### config.mk
export PLATFORM = sky130hd
export DESIGN_NAME = qlsf_ctrl
export DESIGN_NICKNAME = d
export VERILOG_FILES = /design/src/rtl/core/qlsf_pkg.sv /design/src/rtl/core/qlsf_ctrl.sv
export SDC_FILE = /design/constraint.sdc
export NUM_CORES = 1
export LEC_CHECK = 0
export BUFFER_PORTS_ARGS = -buffer_cell sky130_fd_sc_hd__buf_2
export CELL_PAD_IN_SITES_DETAIL_PLACEMENT = 2
export CELL_PAD_IN_SITES_GLOBAL_PLACEMENT = 2
export CORE_UTILIZATION = 37
export CTS_CLUSTER_DIAMETER = 200
export CTS_CLUSTER_SIZE = 24
export DETAILED_ROUTE_END_ITERATION = 8
export HOLD_SLACK_MARGIN = 0.02
export PLACE_DENSITY = 0.85
export REMOVE_ABC_BUFFERS = 1
export SLEW_MARGIN = 20
export SYNTH_ARGS = -nofsm -noshare
export SYNTH_HDL_FRONTEND = slang
export SYNTH_SLANG_ARGS = --single-unit
### constraint.sdc
create_clock -name i_clk -period 5.95 [get_ports i_clk]
set_input_delay 0.8925 -clock i_clk [delete_from_list [all_inputs] [get_ports i_clk]]
set_output_delay 0.8925 -clock i_clk [all_outputs]
set_load 0.1 [all_outputs]
### src/rtl/core/qlsf_pkg.sv
`timescale 1ns / 1ps
`default_nettype none
package qlsf_pkg;

    localparam int SAMPLES = 16;
    localparam int CNT_W   = 7;
    localparam int TIME_W  = 12;
    localparam int DIST_W  = 24;
    localparam int POW_W   = 48;
    localparam int SUM_W   = 56;
    localparam int ENT_W   = 64;
    localparam int WW      = 256;
    localparam int COEF_W  = 48;
    localparam int IN_TDATA_W  = 40;
    localparam int OUT_TDATA_W = 144;

    localparam logic [4:0] OP_NOP     = 5'd0;
    localparam logic [4:0] OP_SLOAD   = 5'd1;
    localparam logic [4:0] OP_SSTEP   = 5'd2;
    localparam logic [4:0] OP_LDMC    = 5'd3;
    localparam logic [4:0] OP_LDMT    = 5'd4;
    localparam logic [4:0] OP_MSTART  = 5'd5;
    localparam logic [4:0] OP_MSTEP   = 5'd6;
    localparam logic [4:0] OP_TSET    = 5'd7;
    localparam logic [4:0] OP_TSUB    = 5'd8;
    localparam logic [4:0] OP_DACC    = 5'd9;
    localparam logic [4:0] OP_DETSET  = 5'd10;
    localparam logic [4:0] OP_DIVST   = 5'd11;
    localparam logic [4:0] OP_DIVSTEP = 5'd12;
    localparam logic [4:0] OP_DIVRND  = 5'd13;
    localparam logic [4:0] OP_DIVEND  = 5'd14;
    localparam logic [4:0] OP_OUT     = 5'd15;

    // flag: clear d on OP_LDMC, last bit on OP_MSTEP, subtract on OP_DACC
    typedef struct packed {
        logic [4:0] op;
        logic [3:0] sel;
        logic [1:0] k;
        logic       flag;
    } t_cmd;

    typedef struct packed {
        logic d_zero;
    } t_status;

endpackage
`default_nettype wire

### src/rtl/core/qlsf_ctrl.sv
`timescale 1ns / 1ps
`default_nettype none
module qlsf_ctrl (
    input  wire logic            i_clk,
    input  wire logic            i_rst_n,
    input  wire logic            i_in_valid,
    output logic                 o_in_ready,
    output logic                 o_out_valid,
    input  wire logic            i_out_ready,
    input  wire qlsf_pkg::t_status i_status,
    output qlsf_pkg::t_cmd       o_cmd
);
    import qlsf_pkg::*;

    localparam logic [3:0] S_IDLE = 4'd0;
    localparam logic [3:0] S_SAMP = 4'd1;
    localparam logic [3:0] S_LDM  = 4'd2;
    localparam logic [3:0] S_MST  = 4'd3;
    localparam logic [3:0] S_MUL  = 4'd4;
    localparam logic [3:0] S_TACC = 4'd5;
    localparam logic [3:0] S_DACC = 4'd6;
    localparam logic [3:0] S_DSEL = 4'd7;
    localparam logic [3:0] S_DIV0 = 4'd8;
    localparam logic [3:0] S_DIVS = 4'd9;
    localparam logic [3:0] S_DIVR = 4'd10;
    localparam logic [3:0] S_DIVE = 4'd11;
    localparam logic [3:0] S_OUT  = 4'd12;

    logic [3:0]       r_state, n_state;
    logic [1:0]       r_step, n_step;
    logic [CNT_W-1:0] r_nsamp, n_nsamp;
    logic [1:0]       r_repl, n_repl;
    logic [1:0]       r_j, n_j;
    logic [1:0]       r_ph, n_ph;
    logic [7:0]       r_cnt, n_cnt;
    logic             r_ovalid, n_ovalid;
    logic [1:0]       w_a, w_b;

    // entry index; repl 0 is the plain matrix, repl n puts the rhs in column n-1
    function automatic logic [3:0] f_sel(input logic [1:0] row, input logic [1:0] col,
                                         input logic [1:0] repl);
        logic [1:0] ce;
        ce = (repl != 2'd0 && col == repl - 2'd1) ? 2'd3 : col;
        return {row, ce};
    endfunction

    assign w_a = (r_j == 2'd0) ? 2'd1 : 2'd0;
    assign w_b = (r_j == 2'd2) ? 2'd1 : 2'd2;
    assign o_in_ready  = (r_state == S_IDLE);
    assign o_out_valid = r_ovalid;

    always_comb begin
        n_state  = r_state;
        n_step   = r_step;
        n_nsamp  = r_nsamp;
        n_repl   = r_repl;
        n_j      = r_j;
        n_ph     = r_ph;
        n_cnt    = r_cnt;
        n_ovalid = r_ovalid && !i_out_ready;
        o_cmd    = '{op: OP_NOP, sel: 4'd0, k: 2'd0, flag: 1'b0};
        unique case (r_state)
            S_IDLE: begin
                if (i_in_valid) begin
                    o_cmd.op = OP_SLOAD;
                    n_step   = 2'd0;
                    n_state  = S_SAMP;
                end
            end
            S_SAMP: begin
                o_cmd.op = OP_SSTEP;
                o_cmd.k  = r_step;
                n_step   = r_step + 2'd1;
                if (r_step == 2'd3) begin
                    n_nsamp = r_nsamp + CNT_W'(1);
                    if (n_nsamp == CNT_W'(SAMPLES)) begin
                        n_repl  = 2'd0;
                        n_j     = 2'd0;
                        n_ph    = 2'd0;
                        n_state = S_LDM;
                    end else begin
                        n_state = S_IDLE;
                    end
                end
            end
            S_LDM: begin
                if (r_ph == 2'd2) begin
                    o_cmd.op = OP_LDMT;
                end else begin
                    o_cmd.op   = OP_LDMC;
                    o_cmd.sel  = f_sel(2'd2, (r_ph == 2'd0) ? w_b : w_a, r_repl);
                    o_cmd.flag = (r_ph == 2'd0) && (r_j == 2'd0);
                end
                n_state = S_MST;
            end
            S_MST: begin
                o_cmd.op = OP_MSTART;
                priority if (r_ph == 2'd0) o_cmd.sel = f_sel(2'd1, w_a, r_repl);
                else if (r_ph == 2'd1)     o_cmd.sel = f_sel(2'd1, w_b, r_repl);
                else                       o_cmd.sel = f_sel(2'd0, r_j, r_repl);
                n_cnt   = 8'd0;
                n_state = S_MUL;
            end
            S_MUL: begin
                o_cmd.op   = OP_MSTEP;
                o_cmd.flag = (r_cnt == 8'(ENT_W - 1));
                n_cnt      = r_cnt + 8'd1;
                if (r_cnt == 8'(ENT_W - 1)) n_state = (r_ph == 2'd2) ? S_DACC : S_TACC;
            end
            S_TACC: begin
                o_cmd.op = (r_ph == 2'd0) ? OP_TSET : OP_TSUB;
                n_ph     = r_ph + 2'd1;
                n_state  = S_LDM;
            end
            S_DACC: begin
                o_cmd.op   = OP_DACC;
                o_cmd.flag = (r_j == 2'd1);
                n_ph       = 2'd0;
                if (r_j != 2'd2) begin
                    n_j     = r_j + 2'd1;
                    n_state = S_LDM;
                end else begin
                    n_j     = 2'd0;
                    n_state = (r_repl == 2'd0) ? S_DSEL : S_DIV0;
                end
            end
            S_DSEL: begin
                o_cmd.op = OP_DETSET;
                if (i_status.d_zero) begin
                    n_state = S_OUT;
                end else begin
                    n_repl  = 2'd1;
                    n_state = S_LDM;
                end
            end
            S_DIV0: begin
                o_cmd.op = OP_DIVST;
                o_cmd.k  = r_repl - 2'd1;
                n_cnt    = 8'd0;
                n_state  = S_DIVS;
            end
            S_DIVS: begin
                o_cmd.op = OP_DIVSTEP;
                n_cnt    = r_cnt + 8'd1;
                if (r_cnt == 8'(WW - 1)) n_state = S_DIVR;
            end
            S_DIVR: begin
                o_cmd.op = OP_DIVRND;
                n_state  = S_DIVE;
            end
            S_DIVE: begin
                o_cmd.op = OP_DIVEND;
                o_cmd.k  = r_repl - 2'd1;
                if (r_repl == 2'd3) begin
                    n_state = S_OUT;
                end else begin
                    n_repl  = r_repl + 2'd1;
                    n_state = S_LDM;
                end
            end
            S_OUT: begin
                // hold until the output register is free
                if (!r_ovalid || i_out_ready) begin
                    o_cmd.op = OP_OUT;
                    n_ovalid = 1'b1;
                    n_nsamp  = '0;
                    n_state  = S_IDLE;
                end
            end
            default: n_state = S_IDLE;
        endcase
    end

    always_ff @(posedge i_clk) begin
        if (!i_rst_n) begin
            r_state  <= S_IDLE;
            r_step   <= 2'd0;
            r_nsamp  <= '0;
            r_repl   <= 2'd0;
            r_j      <= 2'd0;
            r_ph     <= 2'd0;
            r_cnt    <= 8'd0;
            r_ovalid <= 1'b0;
        end else begin
            r_state  <= n_state;
            r_step   <= n_step;
            r_nsamp  <= n_nsamp;
            r_repl   <= n_repl;
            r_j      <= n_j;
            r_ph     <= n_ph;
            r_cnt    <= n_cnt;
            r_ovalid <= n_ovalid;
        end
    end

endmodule
`default_nettype wire

==> summary.md <==
| Metric | Value |
|---|---|
| Yosys top cell area share | 24.4% |
| Worst Path Max Fanout | 26 |
| Via total after detailed routing | 2573 |
| Area Overhead vs Synth | 7.94% |
| Worst path slowest cell | dfxtp_1 |
| H-tree depth | 1 |
| Starting Density | 38.6% |
| Clk buf depth | 2 |
| Die H | 80.9 um |
| Die ar. | 6540 um^2 |
| First-pass GRT wire length | 13500 um |
| DRC | 0 |
| Placed Cells | 402 |
| HPWL Detailed | 6050 um |
| Via/cell ratio | 6.34 |
| Synth cell types | 59 |
| Worst slew pin tran | 0.964 ns |
| Power Internal | 0.432 mW |
| Worst-Skew Late Latency | 0.29 ns |
| CP cell instances | nor2b_1, nand2_1, a211oi_1, o311ai_0, o21ai_0, buf_2 |
| Num ports | 19 |
| # rows | 28 |
| Top-count cell post-synth | nor2_1 |
| DRT iter0 DRCs | 112 |
| Pre-Repair DR Iteration Count | 4 |
| Clock share of power | 16.3% |
| Clock root buffer | clkbuf_8 |
| Seq pwr share | 26.4% |
| Final setup fails | 0 |
| Share of cells above drive strength 1 | 8.46% |
| Design area | 2480 um^2 |
| Synth cell count leaders | nor2_1, a21oi_1, o21ai_0 |
| Post_cts resized | 0 |
| Critical path launch point type | flop |
| Pre-CTS setup slack | 2.50 ns |
| Grt ovf | 0 |
| I/O Buffers | 17 |
| RSZ-0062 raised after global routing | false |
| Post-synthesis sequential area ratio | 24.4% |
| Die Wd | 80.9 um |
| Critical path buffer and inverter count | 1 |
| WS Path Type | reg2out |
| Post-CTS Setup Inserts | 0 |
| Ys flop type | dfxtp_1 |
| CP arrival | 2.94 ns |
| Pwr dens | 397 nW/um^2 |
| Number of flops mapped to enable cells by yosys | 0 |
| Top delay family on crit path | flip-flops |
| Period minus WS final | 3.83 ns |
| TritonCTS clock tree | yes |
| Synth Area per Inst | 7.02 um^2 |
| Largest net degree at the start of global routing | 27 |
| Max Slew Vio Count | 0 |
| Worst Slack Setup Final | 2.12 ns |
| Switch Pwr | 0.555 mW |
| FFs w/ async S/R, synth | 0% |
| Layout Skew | 0.00596 ns |
| Period utilization | 64.4% |
| Count of non-filler cells in the finished layout | 406 |
| Cells after Synth | 328 |
| Total Routing Usage GR | 26.7% |
| Slew margin rel. | 35.6% |
| DRT antenna net count | 0 |
| Nets | 347 |
| CTS buffer count | 3 |
| Hold WC Path Type | reg2reg |
| Synth Cell Area | 2300 um^2 |
| Initial antenna violation count | 0 |
| Setup TNS | 0 ns |
| Hold buffers post-CTS | 0 |
| Routed wire length | 8200 um |
| DR WL/cell | 20.2 um |
| Peak Freq | 261 MHz |
| Number of global-route vias before repair | 2573 |
| Capturing element type of the critical path | output port |
| Synth area leader | dfxtp_1 |
| WP data required | 5.06 ns |
| # diodes | 0 |
| Pleak | 0.900 nW |
| CTS Sinks | 28 |
| Worst vdd ir | 0.327 mV |
| Synth area leaders | dfxtp_1, a21oi_1, o21ai_0 |
| Gpl congestion | 0.867 |
| Crit-path max cell delay | 0.91 ns |
| Final Hold Fails | 0 |
| Outcome | finished clean |
| Cell Area, Placed | 2410 um^2 |
| Core area | 5960 um^2 |
| Clock transition at path regs | 0.11 ns |
| Gate power share | 57.3% |
| #FFs+latches synth | 28 |
| Switching part of the total | 56.3% |
| Yosys warns | 0 |
| Final Power | 0.987 mW |
| Max Cap Viol | 0 |
## final timing paths
kind	from	endpoint	slack [ns]	cells past startpoint
setup reg to reg	r_state[0]	r_nsamp[3]	3.32	4
hold / removal	r_ph[0]	r_ph[0]	0.54	1
hold reg to reg	r_ph[0]	r_ph[0]	0.54	1
setup / recovery	r_state[0]	o_cmd[4]	2.12	6
## worst register-to-register path: cells and delay by family, from the launching register on
kind | cells | cell delay (ns)
compound gates | 1 | 0.14
flops | 1 | 0.91
simple gates | 3 | 1.51
## routing by layer
| metal | share of wire, % | track usage, % | vias up |
|---|---|---|---|
| met5 | 0 | 0 | - |
| met3 | 3.1 | 2.81 | 10 |
| met4 | 1.0 | 5.54 | 0 |
| met1 | 47 | 36.1 | 1306 |
| li1 | - | - | 1214 |
| met2 | 49 | 45.5 | 43 |
## cell type report
type,count,area [um^2]
Fill cell,746,3470
Clock inverter,1,30.0
Inverter,18,67.6
Timing Repair Buffer,18,92.6
Sequential cell,28,561
Multi-Input combinational cell,263,1600
Clock buffer,3,41.3
Tap cell,75,93.8
## kinds of logic (layout without fill, tap and decap cells)
group,Yosys count,after routing,synth area share [%]
fa+ha+maj,10,10,5.44
other cells,1,1,0.163
mux,5,5,2.23
buf+inv,37,40,6.20
simple gates,130,130,28.6
flops,28,28,24.4
xor+xnor,1,1,0.381
compound gates,116,116,32.6
## per-stage QoR
step | utilization [%] | hold slack [ns]
CTS | 41.7 | 0.536
floorplan | - | 0.458
global placement | 40.5 | 0.483
finish | 41.7 | 0.540
detailed placement | 40.5 | 0.522
global route | 41.7 | 0.578
## flip-flops by register name, indices dropped and copies added, names as in the netlist
signal       cells
r_step           2
r_j              2
r_nsamp          7
r_state          4
r_repl           2
r_cnt            8
o_out_valid      1
r_ph             2
## power groups by stage
stage               Clock, mW  Combinational (mW)  Sequential, mW
floorplan                   0               0.436           0.252
global placement            0               0.548           0.261
detailed placement          0               0.557           0.262
CTS                     0.163               0.563           0.259
global route            0.169               0.604           0.266
finish                  0.161               0.566           0.261
## cell usage in the layout, fill, tap and decap left out, drive strengths merged, types with 6 or more instances in the layout
cell	count
o22ai	9
nor3	8
a211oi	6
nand3	16
nand2	28
dfxtp	28
inv	17
o21ai	29
buf	18
ha	10
nor2	36
a31oi	6
nand2b	8
a21oi	30
nor2b	6
Power figures use the tool's default switching activity.
